**config.mk**
```make
export PLATFORM = sky130hd
export DESIGN_NAME = i2c_master_register_transfer_top
export DESIGN_NICKNAME = d
export VERILOG_FILES = /design/src/rtl/i2cmrt_pkg.sv /design/src/rtl/i2cmrt_ram.sv /design/src/rtl/i2cmrt_front.sv /design/src/rtl/i2cmrt_back.sv /design/src/rtl/i2c_master_register_transfer_top.sv
export SDC_FILE = /design/constraint.sdc
export NUM_CORES = 1
export LEC_CHECK = 0
export ABC_CLOCK_PERIOD_IN_PS = 6700
export BUFFER_PORTS_ARGS = -buffer_cell sky130_fd_sc_hd__buf_2
export CAP_MARGIN = 20
export CELL_PAD_IN_SITES_DETAIL_PLACEMENT = 1
export CELL_PAD_IN_SITES_GLOBAL_PLACEMENT = 1
export CORE_MARGIN = 8
export CORE_UTILIZATION = 34
export CTS_CLUSTER_DIAMETER = 120
export DETAILED_ROUTE_END_ITERATION = 6
export PLACE_DENSITY = 0.67
export SYNTH_ARGS = -nofsm -noshare
export SYNTH_HDL_FRONTEND = slang
export SYNTH_HIERARCHICAL = 1
export SYNTH_SLANG_ARGS = --single-unit
```
**constraint.sdc**
```tcl
create_clock -name aclk -period 6.7 [get_ports aclk]
set_input_delay 2.01 -clock aclk [delete_from_list [all_inputs] [get_ports aclk]]
set_output_delay 2.01 -clock aclk [all_outputs]
set_load 0.01 [all_outputs]
```
**src/rtl/i2cmrt_pkg.sv**
```systemverilog
// Package for the I2C register transfer master: phase codes, actions, status codes.
// No dependencies.
`timescale 1ns / 1ps
package i2cmrt_pkg;
    localparam int MAX_BYTES_DEF = 16;
    localparam int PH_W = 5;
    localparam logic [4:0] PH_IDLE = 5'd0, PH_ST0 = 5'd1, PH_ST1 = 5'd2, PH_ST2 = 5'd3,
        PH_SB0 = 5'd4, PH_SB1 = 5'd5, PH_SB2 = 5'd6, PH_WA0 = 5'd7, PH_WA1 = 5'd8,
        PH_WA2 = 5'd9, PH_WA3 = 5'd10, PH_SP0 = 5'd11, PH_SP1 = 5'd12, PH_SP2 = 5'd13,
        PH_SP3 = 5'd14, PH_RB0 = 5'd15, PH_RB1 = 5'd16, PH_AK0 = 5'd17, PH_AK1 = 5'd18,
        PH_AK2 = 5'd19, PH_AK3 = 5'd20;
    localparam logic [2:0] GR_ADDR = 3'd0, GR_REG = 3'd1, GR_DATA = 3'd2,
        GR_RESTART = 3'd3, GR_RADDR = 3'd4, GR_RECV = 3'd5;
    localparam logic [1:0] ACT_TICK = 2'd0, ACT_LOAD = 2'd1, ACT_WRITE = 2'd2,
        ACT_READ = 2'd3;
    localparam logic [1:0] ST_OK = 2'd0, ST_BUSY = 2'd1, ST_BERR = 2'd2, ST_NACK = 2'd3;
    typedef struct packed {
        logic [1:0] action;
        logic [6:0] device_address;
        logic [7:0] register_address;
        logic [4:0] length;
        logic [7:0] write_byte;
        logic       sda_in;
    } item_t;
    typedef struct packed {
        logic       scl_out;
        logic       sda_out;
        logic       busy_res;
        logic [7:0] read_byte;
        logic       read_valid;
        logic       done_res;
        logic [1:0] status;
    } res_t;
endpackage

```
**src/rtl/i2cmrt_ram.sv**
```systemverilog
// Generic single-port-write RAM with registered read.
// No dependencies.
`timescale 1ns / 1ps
module i2cmrt_ram #(
    parameter int WIDTH = 8,
    parameter int DEPTH = 16
) (
    input  logic                     aclk,
    input  logic                     we,
    input  logic [$clog2(DEPTH)-1:0] waddr,
    input  logic [WIDTH-1:0]         wdata,
    input  logic [$clog2(DEPTH)-1:0] raddr,
    output logic [WIDTH-1:0]         rdata
);
    logic [WIDTH-1:0] mem [DEPTH];
    always_ff @(posedge aclk) begin
        if (we) begin
            mem[waddr] <= wdata;
        end
        rdata <= mem[raddr];
    end
endmodule

```
**src/rtl/i2cmrt_front.sv**
```systemverilog
// Front part: a two-entry queue toward the sequencer.
// Depends on i2cmrt_pkg.
`timescale 1ns / 1ps
module i2cmrt_front (
    input  logic                aclk,
    input  logic                aresetn,
    input  logic                in_valid,
    output logic                in_ready,
    input  i2cmrt_pkg::item_t   in_item,
    output logic                q_valid,
    input  logic                q_ready,
    output i2cmrt_pkg::item_t   q_item
);
    i2cmrt_pkg::item_t buf_reg [2];
    logic rd_reg, wr_reg;
    logic [1:0] cnt_reg;
    logic push, pop;
    assign in_ready = (cnt_reg != 2'd2);
    assign q_valid = (cnt_reg != 2'd0);
    assign q_item = buf_reg[rd_reg];
    assign push = in_valid && in_ready;
    assign pop = q_valid && q_ready;
    always_ff @(posedge aclk) begin
        if (push) begin
            buf_reg[wr_reg] <= in_item;
        end
        if (!aresetn) begin
            rd_reg <= 1'b0;
            wr_reg <= 1'b0;
            cnt_reg <= 2'd0;
        end else begin
            if (push) begin
                wr_reg <= ~wr_reg;
            end
            if (pop) begin
                rd_reg <= ~rd_reg;
            end
            cnt_reg <= cnt_reg + {1'b0, push} - {1'b0, pop};
        end
    end
endmodule

```
**src/rtl/i2cmrt_back.sv**
```systemverilog
// Back part: bus phase sequencer, write buffer and registered result stage.
// Depends on i2cmrt_pkg and i2cmrt_ram.
`timescale 1ns / 1ps
module i2cmrt_back #(
    parameter int MAX_BYTES = i2cmrt_pkg::MAX_BYTES_DEF
) (
    input  logic              aclk,
    input  logic              aresetn,
    input  logic              q_valid,
    output logic              q_ready,
    input  i2cmrt_pkg::item_t q_item,
    output logic              out_valid,
    input  logic              out_ready,
    output i2cmrt_pkg::res_t  out_res
);
    localparam int AW = (MAX_BYTES > 1) ? $clog2(MAX_BYTES) : 1;
    localparam int CW = $clog2(MAX_BYTES + 1);
    localparam int LW = (CW > 5) ? CW : 5;

    logic [4:0] ph_reg, ph_next;
    logic [2:0] gr_reg, gr_next;
    logic [3:0] bc_reg, bc_next;
    logic [7:0] sh_reg, sh_next;
    logic [CW-1:0] rem_reg, rem_next, fill_reg, fill_next, idx_reg, idx_next;
    logic rd_reg, rd_next, ack_reg, ack_next, scl_reg, scl_next, sda_reg, sda_next;
    logic [6:0] ta_reg, ta_next;
    logic [7:0] tr_reg, tr_next;
    logic [1:0] ss_reg, ss_next;
    logic ov_reg;
    i2cmrt_pkg::res_t or_reg, res_c;
    logic step, we, prefetch;
    logic [AW-1:0] raddr;
    logic [7:0] rdata;
    logic [LW-1:0] len_ext;
    logic [LW-1:0] max_ext;

    assign q_ready = !ov_reg || out_ready;
    assign step = q_valid && q_ready;
    assign out_valid = ov_reg;
    assign out_res = or_reg;
    assign len_ext = LW'(q_item.length);
    assign max_ext = LW'(MAX_BYTES);
    assign we = step && ph_reg == i2cmrt_pkg::PH_IDLE
        && q_item.action == i2cmrt_pkg::ACT_LOAD && fill_reg < CW'(MAX_BYTES);

    // RAM read address is the next byte at WA2/WA3 of a data byte, else the current index.
    assign prefetch = 1'b1;
    assign raddr = ((ph_reg == i2cmrt_pkg::PH_WA2 || ph_reg == i2cmrt_pkg::PH_WA3)
        && gr_reg == i2cmrt_pkg::GR_DATA) ? AW'(idx_reg + CW'(1)) : AW'(idx_reg);

    i2cmrt_ram #(.WIDTH(8), .DEPTH(MAX_BYTES)) u_buf (
        .aclk(aclk), .we(we), .waddr(AW'(fill_reg)), .wdata(q_item.write_byte),
        .raddr(raddr), .rdata(rdata)
    );

    always_comb begin
        ph_next = ph_reg; gr_next = gr_reg; bc_next = bc_reg; sh_next = sh_reg;
        rem_next = rem_reg; fill_next = fill_reg; idx_next = idx_reg; rd_next = rd_reg;
        ack_next = ack_reg; scl_next = scl_reg; sda_next = sda_reg; ta_next = ta_reg;
        tr_next = tr_reg; ss_next = ss_reg;
        res_c = '0;
        if (ph_reg == i2cmrt_pkg::PH_IDLE) begin
            if (q_item.action == i2cmrt_pkg::ACT_LOAD) begin
                if (we) begin
                    fill_next = fill_reg + CW'(1);
                end
            end else if (q_item.action != i2cmrt_pkg::ACT_TICK) begin
                rd_next = (q_item.action == i2cmrt_pkg::ACT_READ);
                ta_next = q_item.device_address;
                tr_next = q_item.register_address;
                rem_next = (len_ext > max_ext) ? CW'(MAX_BYTES) : CW'(len_ext);
                idx_next = '0; bc_next = '0; sh_next = '0;
                gr_next = i2cmrt_pkg::GR_ADDR; ss_next = i2cmrt_pkg::ST_OK;
                ack_next = 1'b0; ph_next = i2cmrt_pkg::PH_ST0;
            end
        end else if (q_item.action == i2cmrt_pkg::ACT_TICK) begin
            case (ph_reg)
                i2cmrt_pkg::PH_ST0: begin
                    scl_next = 1'b1; sda_next = 1'b1;
                    if (gr_reg == i2cmrt_pkg::GR_ADDR && !q_item.sda_in) begin
                        ph_next = i2cmrt_pkg::PH_IDLE; res_c.done_res = 1'b1;
                        res_c.status = i2cmrt_pkg::ST_BUSY;
                        if (!rd_reg) fill_next = '0;
                    end else ph_next = i2cmrt_pkg::PH_ST1;
                end
                i2cmrt_pkg::PH_ST1: begin
                    sda_next = 1'b0;
                    if (gr_reg == i2cmrt_pkg::GR_ADDR && q_item.sda_in) begin
                        ph_next = i2cmrt_pkg::PH_IDLE; res_c.done_res = 1'b1;
                        res_c.status = i2cmrt_pkg::ST_BERR;
                        if (!rd_reg) fill_next = '0;
                    end else ph_next = i2cmrt_pkg::PH_ST2;
                end
                i2cmrt_pkg::PH_ST2: begin
                    sda_next = 1'b0; bc_next = '0; ph_next = i2cmrt_pkg::PH_SB0;
                    if (gr_reg == i2cmrt_pkg::GR_RESTART) begin
                        gr_next = i2cmrt_pkg::GR_RADDR; sh_next = {ta_reg, 1'b1};
                    end else sh_next = {ta_reg, 1'b0};
                end
                i2cmrt_pkg::PH_SB0: begin
                    scl_next = 1'b0; ph_next = i2cmrt_pkg::PH_SB1;
                end
                i2cmrt_pkg::PH_SB1: begin
                    sda_next = sh_reg[7]; sh_next = {sh_reg[6:0], 1'b0};
                    ph_next = i2cmrt_pkg::PH_SB2;
                end
                i2cmrt_pkg::PH_SB2: begin
                    scl_next = 1'b1; bc_next = bc_reg + 4'd1;
                    ph_next = (bc_reg == 4'd7) ? i2cmrt_pkg::PH_WA0 : i2cmrt_pkg::PH_SB0;
                end
                i2cmrt_pkg::PH_WA0: begin
                    scl_next = 1'b0; ph_next = i2cmrt_pkg::PH_WA1;
                end
                i2cmrt_pkg::PH_WA1: begin
                    sda_next = 1'b1; ph_next = i2cmrt_pkg::PH_WA2;
                end
                i2cmrt_pkg::PH_WA2: begin
                    scl_next = 1'b1; ack_next = !q_item.sda_in;
                    ph_next = i2cmrt_pkg::PH_WA3;
                end
                i2cmrt_pkg::PH_WA3: begin
                    scl_next = 1'b0;
                    case (gr_reg)
                        i2cmrt_pkg::GR_ADDR: begin
                            if (!ack_reg) begin
                                ss_next = i2cmrt_pkg::ST_NACK; ph_next = i2cmrt_pkg::PH_SP0;
                            end else begin
                                gr_next = i2cmrt_pkg::GR_REG; sh_next = tr_reg;
                                bc_next = '0; ph_next = i2cmrt_pkg::PH_SB0;
                            end
                        end
                        i2cmrt_pkg::GR_REG: begin
                            if (rd_reg) begin
                                gr_next = i2cmrt_pkg::GR_RESTART;
                                ph_next = i2cmrt_pkg::PH_ST0;
                            end else if (!ack_reg) begin
                                ss_next = i2cmrt_pkg::ST_NACK; ph_next = i2cmrt_pkg::PH_SP0;
                            end else if (rem_reg == '0) begin
                                ss_next = i2cmrt_pkg::ST_OK; ph_next = i2cmrt_pkg::PH_SP0;
                            end else begin
                                gr_next = i2cmrt_pkg::GR_DATA; sh_next = rdata;
                                bc_next = '0; ph_next = i2cmrt_pkg::PH_SB0;
                            end
                        end
                        i2cmrt_pkg::GR_DATA: begin
                            if (!ack_reg) begin
                                ss_next = i2cmrt_pkg::ST_NACK; ph_next = i2cmrt_pkg::PH_SP0;
                            end else begin
                                idx_next = idx_reg + CW'(1);
                                rem_next = rem_reg - CW'(1);
                                if (rem_reg == CW'(1)) begin
                                    ss_next = i2cmrt_pkg::ST_OK;
                                    ph_next = i2cmrt_pkg::PH_SP0;
                                end else begin
                                    sh_next = rdata; bc_next = '0;
                                    ph_next = i2cmrt_pkg::PH_SB0;
                                end
                            end
                        end
                        default: begin
                            if (rem_reg == '0) begin
                                ss_next = i2cmrt_pkg::ST_OK; ph_next = i2cmrt_pkg::PH_SP0;
                            end else begin
                                gr_next = i2cmrt_pkg::GR_RECV; bc_next = '0;
                                sh_next = '0; ph_next = i2cmrt_pkg::PH_RB0;
                            end
                        end
                    endcase
                end
                i2cmrt_pkg::PH_SP0: begin
                    scl_next = 1'b0; ph_next = i2cmrt_pkg::PH_SP1;
                end
                i2cmrt_pkg::PH_SP1: begin
                    sda_next = 1'b0; ph_next = i2cmrt_pkg::PH_SP2;
                end
                i2cmrt_pkg::PH_SP2: begin
                    scl_next = 1'b1; ph_next = i2cmrt_pkg::PH_SP3;
                end
                i2cmrt_pkg::PH_SP3: begin
                    sda_next = 1'b1; ph_next = i2cmrt_pkg::PH_IDLE;
                    res_c.done_res = 1'b1; res_c.status = ss_reg;
                    if (!rd_reg) fill_next = '0;
                end
                i2cmrt_pkg::PH_RB0: begin
                    scl_next = 1'b0; sda_next = 1'b1; ph_next = i2cmrt_pkg::PH_RB1;
                end
                i2cmrt_pkg::PH_RB1: begin
                    scl_next = 1'b1; sh_next = {sh_reg[6:0], q_item.sda_in};
                    bc_next = bc_reg + 4'd1;
                    if (bc_reg == 4'd7) begin
                        res_c.read_valid = 1'b1; res_c.read_byte = {sh_reg[6:0], q_item.sda_in};
                        ph_next = i2cmrt_pkg::PH_AK0;
                    end else ph_next = i2cmrt_pkg::PH_RB0;
                end
                i2cmrt_pkg::PH_AK0: begin
                    scl_next = 1'b0; ph_next = i2cmrt_pkg::PH_AK1;
                end
                i2cmrt_pkg::PH_AK1: begin
                    sda_next = (rem_reg == CW'(1)); ph_next = i2cmrt_pkg::PH_AK2;
                end
                i2cmrt_pkg::PH_AK2: begin
                    scl_next = 1'b1; ph_next = i2cmrt_pkg::PH_AK3;
                end
                i2cmrt_pkg::PH_AK3: begin
                    scl_next = 1'b0;
                    if (rem_reg <= CW'(1)) begin
                        rem_next = '0; ss_next = i2cmrt_pkg::ST_OK;
                        ph_next = i2cmrt_pkg::PH_SP0;
                    end else begin
                        rem_next = rem_reg - CW'(1); bc_next = '0; sh_next = '0;
                        ph_next = i2cmrt_pkg::PH_RB0;
                    end
                end
                default: ph_next = i2cmrt_pkg::PH_IDLE;
            endcase
        end
        res_c.scl_out = scl_next;
        res_c.sda_out = sda_next;
        res_c.busy_res = (ph_next != i2cmrt_pkg::PH_IDLE);
    end

    always_ff @(posedge aclk) begin
        if (step) begin
            or_reg <= res_c;
        end
        if (!aresetn) begin
            ph_reg <= i2cmrt_pkg::PH_IDLE; gr_reg <= i2cmrt_pkg::GR_ADDR;
            bc_reg <= '0; sh_reg <= '0; rem_reg <= '0; fill_reg <= '0; idx_reg <= '0;
            rd_reg <= 1'b0; ack_reg <= 1'b0; scl_reg <= 1'b1; sda_reg <= 1'b1;
            ta_reg <= '0; tr_reg <= '0; ss_reg <= i2cmrt_pkg::ST_OK; ov_reg <= 1'b0;
        end else begin
            if (step) begin
                ph_reg <= ph_next; gr_reg <= gr_next; bc_reg <= bc_next; sh_reg <= sh_next;
                rem_reg <= rem_next; fill_reg <= fill_next; idx_reg <= idx_next;
                rd_reg <= rd_next; ack_reg <= ack_next; scl_reg <= scl_next;
                sda_reg <= sda_next; ta_reg <= ta_next; tr_reg <= tr_next; ss_reg <= ss_next;
                ov_reg <= 1'b1;
            end else if (out_ready && prefetch) begin
                ov_reg <= 1'b0;
            end
        end
    end
endmodule

```
**src/rtl/i2c_master_register_transfer_top.sv**
```systemverilog
// Top level of the I2C register transfer master.
// Depends on i2cmrt_pkg, i2cmrt_front and i2cmrt_back.
`timescale 1ns / 1ps
// Every transfer in gives exactly one transfer out: the line levels after that step, busy,
// any received byte and the done and status flags. A tick advances the bus by one phase.
// One item is taken per clock while the result side accepts; an item passes from input to
// result through the input queue and the output register of the phase sequencer, and
// waits in them while the result side holds off.
module i2c_master_register_transfer_top #(
    parameter int MAX_BYTES = i2cmrt_pkg::MAX_BYTES_DEF
) (
    input  logic        aclk,
    input  logic        aresetn,
    input  logic        s_tvalid,
    output logic        s_tready,
    // action[1:0], device_address[8:2], register_address[16:9], length[21:17],
    // write_byte[29:22], sda_in[30]
    input  logic [31:0] s_tdata,
    output logic        m_tvalid,
    input  logic        m_tready,
    // scl_out[0], sda_out[1], busy_res[2], read_byte[10:3], read_valid[11],
    // done_res[12], status[14:13]
    output logic [15:0] m_tdata
);
    i2cmrt_pkg::item_t in_item, q_item;
    i2cmrt_pkg::res_t res;
    logic q_valid, q_ready;

    assign in_item.action = s_tdata[1:0];
    assign in_item.device_address = s_tdata[8:2];
    assign in_item.register_address = s_tdata[16:9];
    assign in_item.length = s_tdata[21:17];
    assign in_item.write_byte = s_tdata[29:22];
    assign in_item.sda_in = s_tdata[30];
    assign m_tdata = {1'b0, res.status, res.done_res, res.read_valid, res.read_byte,
        res.busy_res, res.sda_out, res.scl_out};

    i2cmrt_front u_front (
        .aclk(aclk), .aresetn(aresetn), .in_valid(s_tvalid), .in_ready(s_tready),
        .in_item(in_item), .q_valid(q_valid), .q_ready(q_ready), .q_item(q_item)
    );

    i2cmrt_back #(.MAX_BYTES(MAX_BYTES)) u_back (
        .aclk(aclk), .aresetn(aresetn), .q_valid(q_valid), .q_ready(q_ready),
        .q_item(q_item), .out_valid(m_tvalid), .out_ready(m_tready), .out_res(res)
    );
endmodule

```
==> flow_metrics.py, run 1 <==
metrics = {
    "run_status": {
        "status": "finished clean",
    },
    "power_and_ir_drop": {
        "internal-power_mw": 3.34,
        "clockPowerShare": 0.337,
        "power_density_nw_per_um2": 339,
        "p_seq_frac": 0.453,
        "combPwrFrac": 0.211,
        "swShare": 0.296,
        "cellLeakagePower_nw": 4.65,
        "switchingPower_mw": 1.40,
        "vdd_drop_max_mv": 0.269,
    },
    "die": {
        "die-height_um": 206,
        "rows": 69,
        "start_util": 0.346,
        "chipWidth_um": 206,
        "dieArea_um2": 42500,
        "core_area_um2": 35600,
        "num_io_pins": 54,
    },
    "clocking": {
        "cts_tree": "done",
        "ctsHoldBuffers": 0,
        "clock_latency_ns": 0.57,
        "cts-root-buf": "clkbuf_16",
        "clockBufferDepth": 3,
        "cts_resized": 0,
        "htree_levels": 1,
        "path_clk_slew_ns": 0.07,
        "clock_sinks": 274,
        "post-cts-setup-buffer-count": 0,
        "numCtsBuffers": 28,
    },
    "drt": {
        "drt_iter0_drc": 484,
        "vias": 7860,
        "drc": 0,
        "viasPerCell": 5.34,
        "drt-total-wl_um": 29800,
        "ant_nets": 0,
        "routedWlPerCell_um": 20.3,
        "drt-pass1-iter-count": 5,
    },
    "timing": {
        "min_period_ns": 4.60,
        "max_freq_mhz": 217,
        "hold_violations": 0,
        "fin_tns_setup_ns": 0,
        "worst_pin_slew_ns": 0.982,
        "timing.final.crit_share": 0.687,
        "slew_headroom": 0.344,
        "finalSetupViolations": 0,
        "rsz0062_at_grt": "no",
        "drv_slew": 0,
        "skew_ns": 0.0145,
    },
    "placed_design": {
        "placed_cell_area_um2": 13000,
        "hpwl_um": 19900,
        "place.gp.congestion": 0.825,
        "numPortBuffers": 51,
    },
    "hold_path": {
        "hold_depth": 2,
        "min-delay-path-class": "flop to flop",
    },
    "synthesis": {
        "synth_area_leaders": "edfxtp_1 (50%), dfxtp_1 (11%), nand2_1 (3.4%), mux4_2 (3.3%), mux4_1 (3.0%)",
        "synth_ff_type": "edfxtp_1",
        "yosysTopAreaCellShare": 0.501,
        "synth_warnings": 6,
        "netlist_instances": 945,
        "synth_area_leader_cell": "edfxtp_1",
        "ys_seq_elements": 274,
        "syn_area_um2": 12300,
        "synthArstFlopShare": 0,
        "ys_seq_area_frac": 0.613,
        "synth_fp_nets": 989,
        "synthDistinctLibCells": 77,
        "synth_edf_count": 205,
        "syn_area_per_cell_um2": 13.0,
    },
    "cells_and_area": {
        "design_area_um2": 14000,
        "drive_gt1_frac": 0.182,
        "fillCellCount": 3779,
        "largest_reg_flops": 128,
        "final_cell_mix": "edfxtp_1 (205), nand2_1 (112), dfxtp_1 (69), nor2_1 (54), buf_2 (51)",
        "n_antenna_cell": 0,
        "area_growth_pct": 13.6,
        "finalNetCount": 1034,
        "final_common_cell": "edfxtp_1",
    },
    "setup_path": {
        "reg2reg_depth": 9,
        "startpoint_type": "flop",
        "cp.arrival_ns": 5.04,
        "path_max_fanout": 20,
        "worstSetupEndpointType": "flop",
        "crit_required_ns": 7.14,
        "crit_type": "flop to flop",
        "r2r_slack_ns": 2.10,
    },
    "global_routing": {
        "grt_overflow": 0,
        "grt_pass1_vias": 8109,
        "grt_max_degree": 44,
        "grt_usage": 0.140,
        "antenna_found_initial": 0,
        "grt_first_pass_wirelength_um": 46900,
    },
    "run": {
        "maxCapViolations": 0,
    },
}
==> through the flow <==
stage	util	worst slack, ns	std cells	power [mW]	hold WS [ns]
3_3_place_gp	0.365	1.97	1420	3.15	0.444
5_1_grt	0.393	1.80	1473	4.97	0.477
6_report	0.393	2.10	1473	4.74	0.463
4_1_cts	0.392	2.01	1472	4.80	0.461
2_1_floorplan	-	2.25	945	2.85	0.435
3_5_place_dp	0.365	1.88	1420	3.18	0.451
==> power groups by stage <==
stage / Clock, mW / Sequential (mW) / Combinational (mW)
after floorplan: 0 / 2.17 / 0.677
final: 1.60 / 2.15 / 1.00
after detailed placement: 0 / 2.18 / 1.00
after CTS: 1.64 / 2.15 / 1.01
after global routing: 1.70 / 2.16 / 1.10
after global placement: 0 / 2.17 / 0.980
==> final timing paths <==
| path | startpoint | to |
|---|---|---|
| min reg2reg | u_back/sh_reg[6] | u_back/sh_reg[6] |
| max | u_back/ph_reg[1] | u_back/u_buf/rdata[2] |
| max reg2reg | u_back/ph_reg[1] | u_back/u_buf/rdata[2] |
| min | u_back/sh_reg[6] | u_back/sh_reg[6] |
==> routing by layer <==
metal	part of all wire	up-vias	track usage
met2	0.49	130	0.238
met1	0.45	3998	0.184
met4	0.019	0	0.0362
li1	-	3693	-
met3	0.040	39	0.0221
met5	0	-	0
==> synth_stat cells, drive strengths merged, types with 5 or more instances <==
cell	instances
nand3b	7
xnor2	5
or2	5
edfxtp	205
nor4	10
nor3	18
nor2b	12
or3	6
buf	19
clkbuf	34
mux2	31
nor2	56
a21oi	27
dfxtp	69
nand3	18
a31oi	6
o21ai	35
mux4	32
a211oi	8
a22oi	20
mux2i	24
o211ai	12
a221o	8
nor4b	6
nor3b	6
xor2	5
and3	10
inv	20
ha	8
a21boi	23
nand2b	17
nand2	112
and2	10
==> cell families after synthesis <==
group           count (synthesis)  synth area share
flops                         274             0.613
buf+inv                        76            0.0307
fa+ha+maj                       8           0.00814
xor+xnor                       10           0.00713
simple gates                  309             0.128
mux                            87             0.111
other cells                     1          0.000305
compound gates                180             0.102
==> area by class of cell <==
class                   instances  area (µm²)  area share
well taps                     461         577      0.0413
clock inverters                12         150      0.0107
repair buffers                 71         410      0.0294
clock buffers                  40         817      0.0585
multi-input cells             595        4400       0.315
inverters                      20        75.1     0.00537
flip-flops and latches        274        7540       0.540
==> worst max-delay path: stages (launching register included) <==
cell and delay [ns]:
dfxtp_1 0.59, buf_4 0.32, nand2b_1 0.15, or3_1 0.57
a21oi_1 0.69, xor2_4 0.61, buf_4 0.50, mux4_1 0.68
a22oi_1 0.25, nand2_1 0.09
(Power assumes the default switching activity.)
==> inputs of run 2 (changes only) <==
--- a/config.mk
+++ b/config.mk
@@ -5,7 +5,8 @@
 export SDC_FILE = /design/constraint.sdc
 export NUM_CORES = 1
 export LEC_CHECK = 0
-export ABC_CLOCK_PERIOD_IN_PS = 6700
+export ABC_AREA = 1
+export ABC_CLOCK_PERIOD_IN_PS = 4750
 export BUFFER_PORTS_ARGS = -buffer_cell sky130_fd_sc_hd__buf_2
 export CAP_MARGIN = 20
 export CELL_PAD_IN_SITES_DETAIL_PLACEMENT = 1
@@ -14,7 +15,7 @@
 export CORE_UTILIZATION = 34
 export CTS_CLUSTER_DIAMETER = 120
 export DETAILED_ROUTE_END_ITERATION = 6
-export PLACE_DENSITY = 0.67
+export PLACE_DENSITY = 0.7
 export SYNTH_ARGS = -nofsm -noshare
 export SYNTH_HDL_FRONTEND = slang
 export SYNTH_HIERARCHICAL = 1
==> constraint.sdc (replaced) <==
create_clock -name aclk -period 4.75 [get_ports aclk]
set_input_delay 1.425 -clock aclk [delete_from_list [all_inputs] [get_ports aclk]]
set_output_delay 1.425 -clock aclk [all_outputs]
set_load 0.01 [all_outputs]
==> run 2 against run 1 <==
Effect of this change: global-route usage rose by 1.8 points; largest power group is now combinational cells; clock skew rose by 0.0027 ns; worst setup slack got worse by 0.82 ns; total power rose by 92%; first-iteration DRC count rose by 24%; via count rose by 22%; final area rose by 4.0%; register-to-register slack got worse by 0.82 ns; maximum frequency rose by 32%; sequential power rose by 53%; area after synthesis rose by 4.1%; cell count rose by 34%.
==> flow_metrics.py, run 2 <==
metrics = {
    "setup_path": {
        "path_max_fanout": 64,
        "r2r-end": "u_back/u_buf/rdata[3]",
        "r2r_slack_ns": 1.28,
        "reg2reg_depth": 13,
        "cp.arrival_ns": 3.93,
        "r2r-start": "u_back/ph_reg[4]",
        "crit_required_ns": 5.20,
        "crit_type": "flop to flop",
        "worstSetupEndpointType": "flop",
        "startpoint_type": "flop",
    },
    "clocking": {
        "cts_tree": "done",
        "numCtsBuffers": 29,
        "cts-root-buf": "clkbuf_16",
        "htree_levels": 1,
        "cts_resized": 0,
        "post-cts-setup-buffer-count": 0,
        "clockBufferDepth": 3,
        "clock_latency_ns": 0.58,
        "ctsHoldBuffers": 0,
        "clock_sinks": 274,
        "path_clk_slew_ns": 0.06,
    },
    "synthesis": {
        "synth_edf_count": 205,
        "syn_area_um2": 12800,
        "ys_seq_elements": 274,
        "netlist_instances": 1391,
        "syn_area_per_cell_um2": 9.20,
        "synth_area_leader_cell": "edfxtp_1",
        "synth_ff_type": "edfxtp_1",
        "ys_seq_area_frac": 0.589,
        "yosysTopAreaCellShare": 0.481,
        "synth_fp_nets": 1435,
        "synth_common_cells": "nand2_1 (379), edfxtp_1 (205), inv_1 (178)",
        "synth_warnings": 6,
        "synth_area_leaders": "edfxtp_1 (48%), nand2_1 (11%), dfxtp_1 (11%), nand3_1 (6.5%), inv_1 (5.2%)",
        "synth.most_common_cell": "nand2_1",
        "synthDistinctLibCells": 40,
        "synthArstFlopShare": 0,
    },
    "cells_and_area": {
        "drive_gt1_frac": 0.122,
        "final_common_cell": "nand2_1",
        "finalNetCount": 1486,
        "design_area_um2": 14500,
        "area_growth_pct": 13.6,
        "final_cell_mix": "nand2_1 (379), edfxtp_1 (205), inv_1 (178), nand3_1 (166), nor2_1 (131)",
        "largest_reg_flops": 128,
        "n_antenna_cell": 0,
    },
    "global_routing": {
        "grt_pass1_vias": 10100,
        "antenna_found_initial": 0,
        "grt_overflow": 0,
        "grt_first_pass_wirelength_um": 56000,
        "grt_usage": 0.158,
        "grt_max_degree": 65,
    },
    "die": {
        "core_area_um2": 37400,
        "chipWidth_um": 210,
        "die-height_um": 210,
        "start_util": 0.342,
        "rows": 71,
        "dieArea_um2": 44100,
        "num_io_pins": 54,
    },
    "timing": {
        "finalSetupViolations": 0,
        "whs_ns": 0.471,
        "hold_violations": 0,
        "min_period_ns": 3.47,
        "rsz0062_at_grt": "no",
        "skew_ns": 0.0171,
        "worst_pin_slew_ns": 0.791,
        "max_freq_mhz": 288,
        "fin_tns_setup_ns": 0,
        "timing.final.crit_share": 0.731,
        "drv_slew": 0,
        "slew_headroom": 0.471,
    },
    "run": {
        "maxCapViolations": 0,
    },
    "placed_design": {
        "hpwl_um": 23900,
        "placed_cell_area_um2": 13500,
        "place.gp.congestion": 0.873,
        "numPortBuffers": 51,
    },
    "drt": {
        "drt-total-wl_um": 35300,
        "vias": 9626,
        "drt_iter0_drc": 598,
        "viasPerCell": 4.87,
        "drc": 0,
        "ant_nets": 0,
        "drt-pass1-iter-count": 5,
        "routedWlPerCell_um": 17.8,
    },
    "hold_path": {
        "hold_depth": 2,
        "min_to": "u_back/sh_reg[7]",
        "min_from": "u_back/sh_reg[7]",
        "min-delay-path-class": "flop to flop",
    },
    "power_and_ir_drop": {
        "switchingPower_mw": 3.66,
        "p_seq_frac": 0.361,
        "vdd_drop_max_mv": 0.333,
        "power_density_nw_per_um2": 628,
        "internal-power_mw": 5.46,
        "swShare": 0.402,
        "combPwrFrac": 0.379,
        "clockPowerShare": 0.260,
        "cellLeakagePower_nw": 6.07,
    },
    "run_status": {
        "status": "finished clean",
    },
}
-- run 2: cell types whose count changed after synthesis, moves of 20 or more --
cell | before | now
nor2_1 | 55 | 132
nand2_1 | 112 | 379
nand3_1 | 17 | 166
a21boi_0 | 21 | 0
mux2i_1 | 24 | 1
clkbuf_1 | 33 | 12
inv_1 | 20 | 178
nand4_1 | 3 | 23
-- run 2: cell families (layout without fill, tap and decap cells) --
logic type | count (synthesis) | in the layout | share of synthesized area
mux | 32 | 32 | 0.0281
compound gates | 94 | 94 | 0.0395
xor+xnor | 10 | 10 | 0.00684
buf+inv | 233 | 306 | 0.0787
other cells | 1 | 1 | 0.000293
fa+ha+maj | 8 | 8 | 0.00782
flops | 274 | 274 | 0.589
simple gates | 739 | 739 | 0.250
-- run 2: critical path: stages (launching register included) --
cell,delay (ns)
dfxtp_1,0.45
inv_1,0.34
nand3_1,0.14
nor2_2,0.11
buf_4,0.26
nor2_1,0.11
nor2_2,0.46
xor2_4,0.19
buf_4,0.59
nand2_1,0.13
nand3_1,0.15
nand3_1,0.10
nand3_1,0.18
nand2_1,0.10
-- run 2: worst max path at each step --
stage                           startpoint                    end  slack [ns]  cells after the start
after floorplan                   s_tvalid  u_front/buf_reg[0][0]        1.52                      2
after global placement            m_tready      u_back/idx_reg[1]        1.06                     11
after detailed placement          m_tready      u_back/idx_reg[2]        0.96                     11
after CTS                 u_back/ph_reg[4]  u_back/u_buf/rdata[3]        1.26                     13
after global routing      u_back/ph_reg[4]  u_back/u_buf/rdata[3]         1.0                     13
final                     u_back/ph_reg[4]  u_back/u_buf/rdata[3]        1.28                     13
-- run 2: cell type report --
cell class,count,area (µm²)
Clock buffer,33,741
Clock inverter,20,249
Multi-Input combinational cell,884,4280
Fill cell,4347,22900
Tap cell,511,639
Timing Repair Buffer,68,395
Sequential cell,274,7540
Inverter,185,694
-- run 2: metrics by stage --
stage / power (mW) / setup WS (ns) / std cells / utilization
6_report: 9.12 / 1.28 / 1975 / 0.389
5_1_grt: 9.68 / 0.996 / 1975 / 0.389
4_1_cts: 9.20 / 1.26 / 1974 / 0.388
3_5_place_dp: 6.78 / 0.964 / 1921 / 0.362
3_3_place_gp: 6.68 / 1.06 / 1921 / 0.362
2_1_floorplan: 5.70 / 1.52 / 1391 / -
-- run 2: power by group through the flow --
stage                     sequential (mW)  clock (mW)  combinational (mW)
final                                3.29        2.37                3.46
after CTS                            3.30        2.43                3.47
after floorplan                      3.28           0                2.41
after detailed placement             3.35           0                3.44
after global placement               3.33           0                3.35
after global routing                 3.33        2.51                3.83
-- run 2: routing by layer --
metal	global-route usage	share of wire
met5	0	0
met4	0.0496	0.024
met3	0.0208	0.040
met2	0.260	0.47
met1	0.216	0.47
==> inputs of run 3 (changes only) <==
--- a/config.mk
+++ b/config.mk
@@ -6,7 +6,7 @@
 export NUM_CORES = 1
 export LEC_CHECK = 0
 export ABC_AREA = 1
-export ABC_CLOCK_PERIOD_IN_PS = 4750
+export ABC_CLOCK_PERIOD_IN_PS = 3400
 export BUFFER_PORTS_ARGS = -buffer_cell sky130_fd_sc_hd__buf_2
 export CAP_MARGIN = 20
 export CELL_PAD_IN_SITES_DETAIL_PLACEMENT = 1
==> constraint.sdc (replaced) <==
create_clock -name aclk -period 3.4 [get_ports aclk]
set_input_delay 1.02 -clock aclk [delete_from_list [all_inputs] [get_ports aclk]]
set_output_delay 1.02 -clock aclk [all_outputs]
set_load 0.01 [all_outputs]
==> run 3 against run 2 <==
Effect of this change: sequential share of layout area is 0.36 points lower; die area stayed put; clock skew down 0.0024 ns; sequential power is 40% higher; highest routed layer unchanged; final area increased by 0.71%; largest power group unchanged; largest cell class unchanged; maximum frequency increased by 15%.
==> flow_metrics.py, run 3 (synthesis gave the netlist of run 2 again) <==
metrics = {
    "cells_and_area": {
        "instances_no_fill": 1994,
        "final_cell_mix": "nand2_1 (379), edfxtp_1 (205), inv_1 (178), nand3_1 (166), nor2_1 (131)",
        "largest_reg_flops": 128,
        "final_common_cell": "nand2_1",
        "n_antenna_cell": 0,
        "area_growth_pct": 14.4,
        "finalNetCount": 1505,
        "drive_gt1_frac": 0.132,
        "fillCellCount": 4304,
        "seq_area_um2": 7540,
        "final_core_util": 0.391,
        "multi_input_area_um2": 4280,
        "design_area_um2": 14600,
    },
    "drt": {
        "drt-total-wl_um": 34000,
        "routedWlPerCell_um": 17.0,
        "viasPerCell": 4.86,
        "drc": 0,
        "ant_nets": 0,
        "drt_iter0_drc": 575,
        "vias": 9696,
        "drt-pass1-iter-count": 4,
    },
    "timing": {
        "hold_violations": 0,
        "whs_ns": 0.468,
        "finalSetupViolations": 0,
        "skew_ns": 0.0147,
        "timing.final.crit_share": 0.886,
        "fin_tns_setup_ns": 0,
        "drv_slew": 0,
        "rsz0062_at_grt": "no",
        "worst_slack_ns": 0.387,
        "max_freq_mhz": 332,
        "slew_headroom": 0.436,
        "worst_pin_slew_ns": 0.845,
        "min_period_ns": 3.01,
    },
    "clocking": {
        "cts_resized": 0,
        "path_clk_slew_ns": 0.07,
        "clock_sinks": 274,
        "clockBufferDepth": 3,
        "post-cts-setup-buffer-count": 0,
        "cts-root-buf": "clkbuf_16",
        "htree_levels": 1,
        "clock_latency_ns": 0.58,
        "numCtsBuffers": 28,
        "cts_tree": "done",
        "ctsHoldBuffers": 0,
    },
    "power_and_ir_drop": {
        "cellLeakagePower_nw": 6.15,
        "power_density_nw_per_um2": 858,
        "vdd_drop_max_mv": 0.425,
        "power_mw": 12.6,
    },
    "die": {
        "core_area_um2": 37400,
        "start_util": 0.342,
        "rows": 71,
        "chipWidth_um": 210,
        "num_io_pins": 54,
        "dieArea_um2": 44100,
        "die-height_um": 210,
    },
    "setup_path": {
        "startpoint_type": "flop",
        "crit_type": "flop to flop",
        "path_max_fanout": 18,
        "reg2reg_depth": 14,
        "startpoint": "u_back/ph_reg[0]",
        "r2r-start": "u_back/ph_reg[0]",
        "r2r_slack_ns": 0.39,
        "cp.arrival_ns": 3.47,
        "crit_end": "u_back/u_buf/rdata[0]",
        "r2r-end": "u_back/u_buf/rdata[0]",
        "crit_required_ns": 3.85,
        "worstSetupEndpointType": "flop",
    },
    "global_routing": {
        "grt_overflow": 0,
        "grt_max_degree": 39,
        "grt_first_pass_wirelength_um": 53900,
        "grt_pass1_vias": 9857,
        "antenna_found_initial": 0,
        "grt_usage": 0.153,
    },
    "placed_design": {
        "hpwl_um": 24200,
        "place.gp.congestion": 0.888,
        "numPortBuffers": 51,
        "place_inst": 1942,
        "dp_slack_ns": 0.302,
        "placed_cell_area_um2": 13700,
    },
    "hold_path": {
        "min-delay-path-class": "flop to flop",
    },
    "run_status": {
        "status": "finished clean",
    },
    "run": {
        "maxCapViolations": 0,
    },
}
run 3: cell count changes in the layout (fill, tap and decap cells not counted):
cell	before	now
clkinvlp_4	2	3
inv_16	1	0
clkbuf_16	29	28
clkinv_1	8	10
buf_4	16	36
inv_6	2	0
bufinv_16	5	4
clkinv_16	0	1
run 3: area by class of cell:
| cell class | count | share of cell area |
|---|---|---|
| well taps | 511 | 0.0437 |
| flip-flops and latches | 274 | 0.515 |
| inverters | 185 | 0.0474 |
| repair buffers | 88 | 0.0373 |
| multi-input cells | 884 | 0.292 |
| clock inverters | 20 | 0.0155 |
| clock buffers | 32 | 0.0489 |
run 3: metal layers:
| layer | up-vias | wire length (µm) | GRT usage |
|---|---|---|---|
| met3 | 54 | 1280 | 0.0186 |
| li1 | 4702 | - | - |
| met2 | 189 | 16000 | 0.257 |
| met1 | 4751 | 16000 | 0.206 |
| met4 | 0 | 724 | 0.0420 |
| met5 | - | 0 | 0 |
run 3: worst min path at each step:
stage                      from               end  cells after the start
6_report       u_back/sh_reg[7]  u_back/sh_reg[7]                      2
3_3_place_gp     u_back/scl_reg    u_back/scl_reg                      2
3_5_place_dp   u_back/sh_reg[7]  u_back/sh_reg[7]                      2
5_1_grt        u_back/sh_reg[7]  u_back/sh_reg[7]                      2
4_1_cts        u_back/sh_reg[7]  u_back/sh_reg[7]                      2
2_1_floorplan    u_back/scl_reg    u_back/scl_reg                      2
run 3: where the power goes:
group	switching (mW)	total, mW	leakage [nW]	internal (mW)
Clock	1.33	3.15	0.447	1.82
Combinational	3.39	4.80	3.26	1.41
Sequential	0.303	4.61	2.44	4.30
Total	5.02	12.6	6.15	7.53
run 3: critical path, cell delays in order, from the launching register on:
cell,delay [ns]
dfxtp_1,0.44
inv_1,0.15
nor2_2,0.27
nand2_1,0.16
inv_1,0.12
nor2_1,0.07
nor2_2,0.44
xor2_4,0.14
inv_2,0.21
buf_4,0.29
nand2_1,0.08
nand3_1,0.08
nand3_1,0.11
nand3_1,0.21
nand2_1,0.10
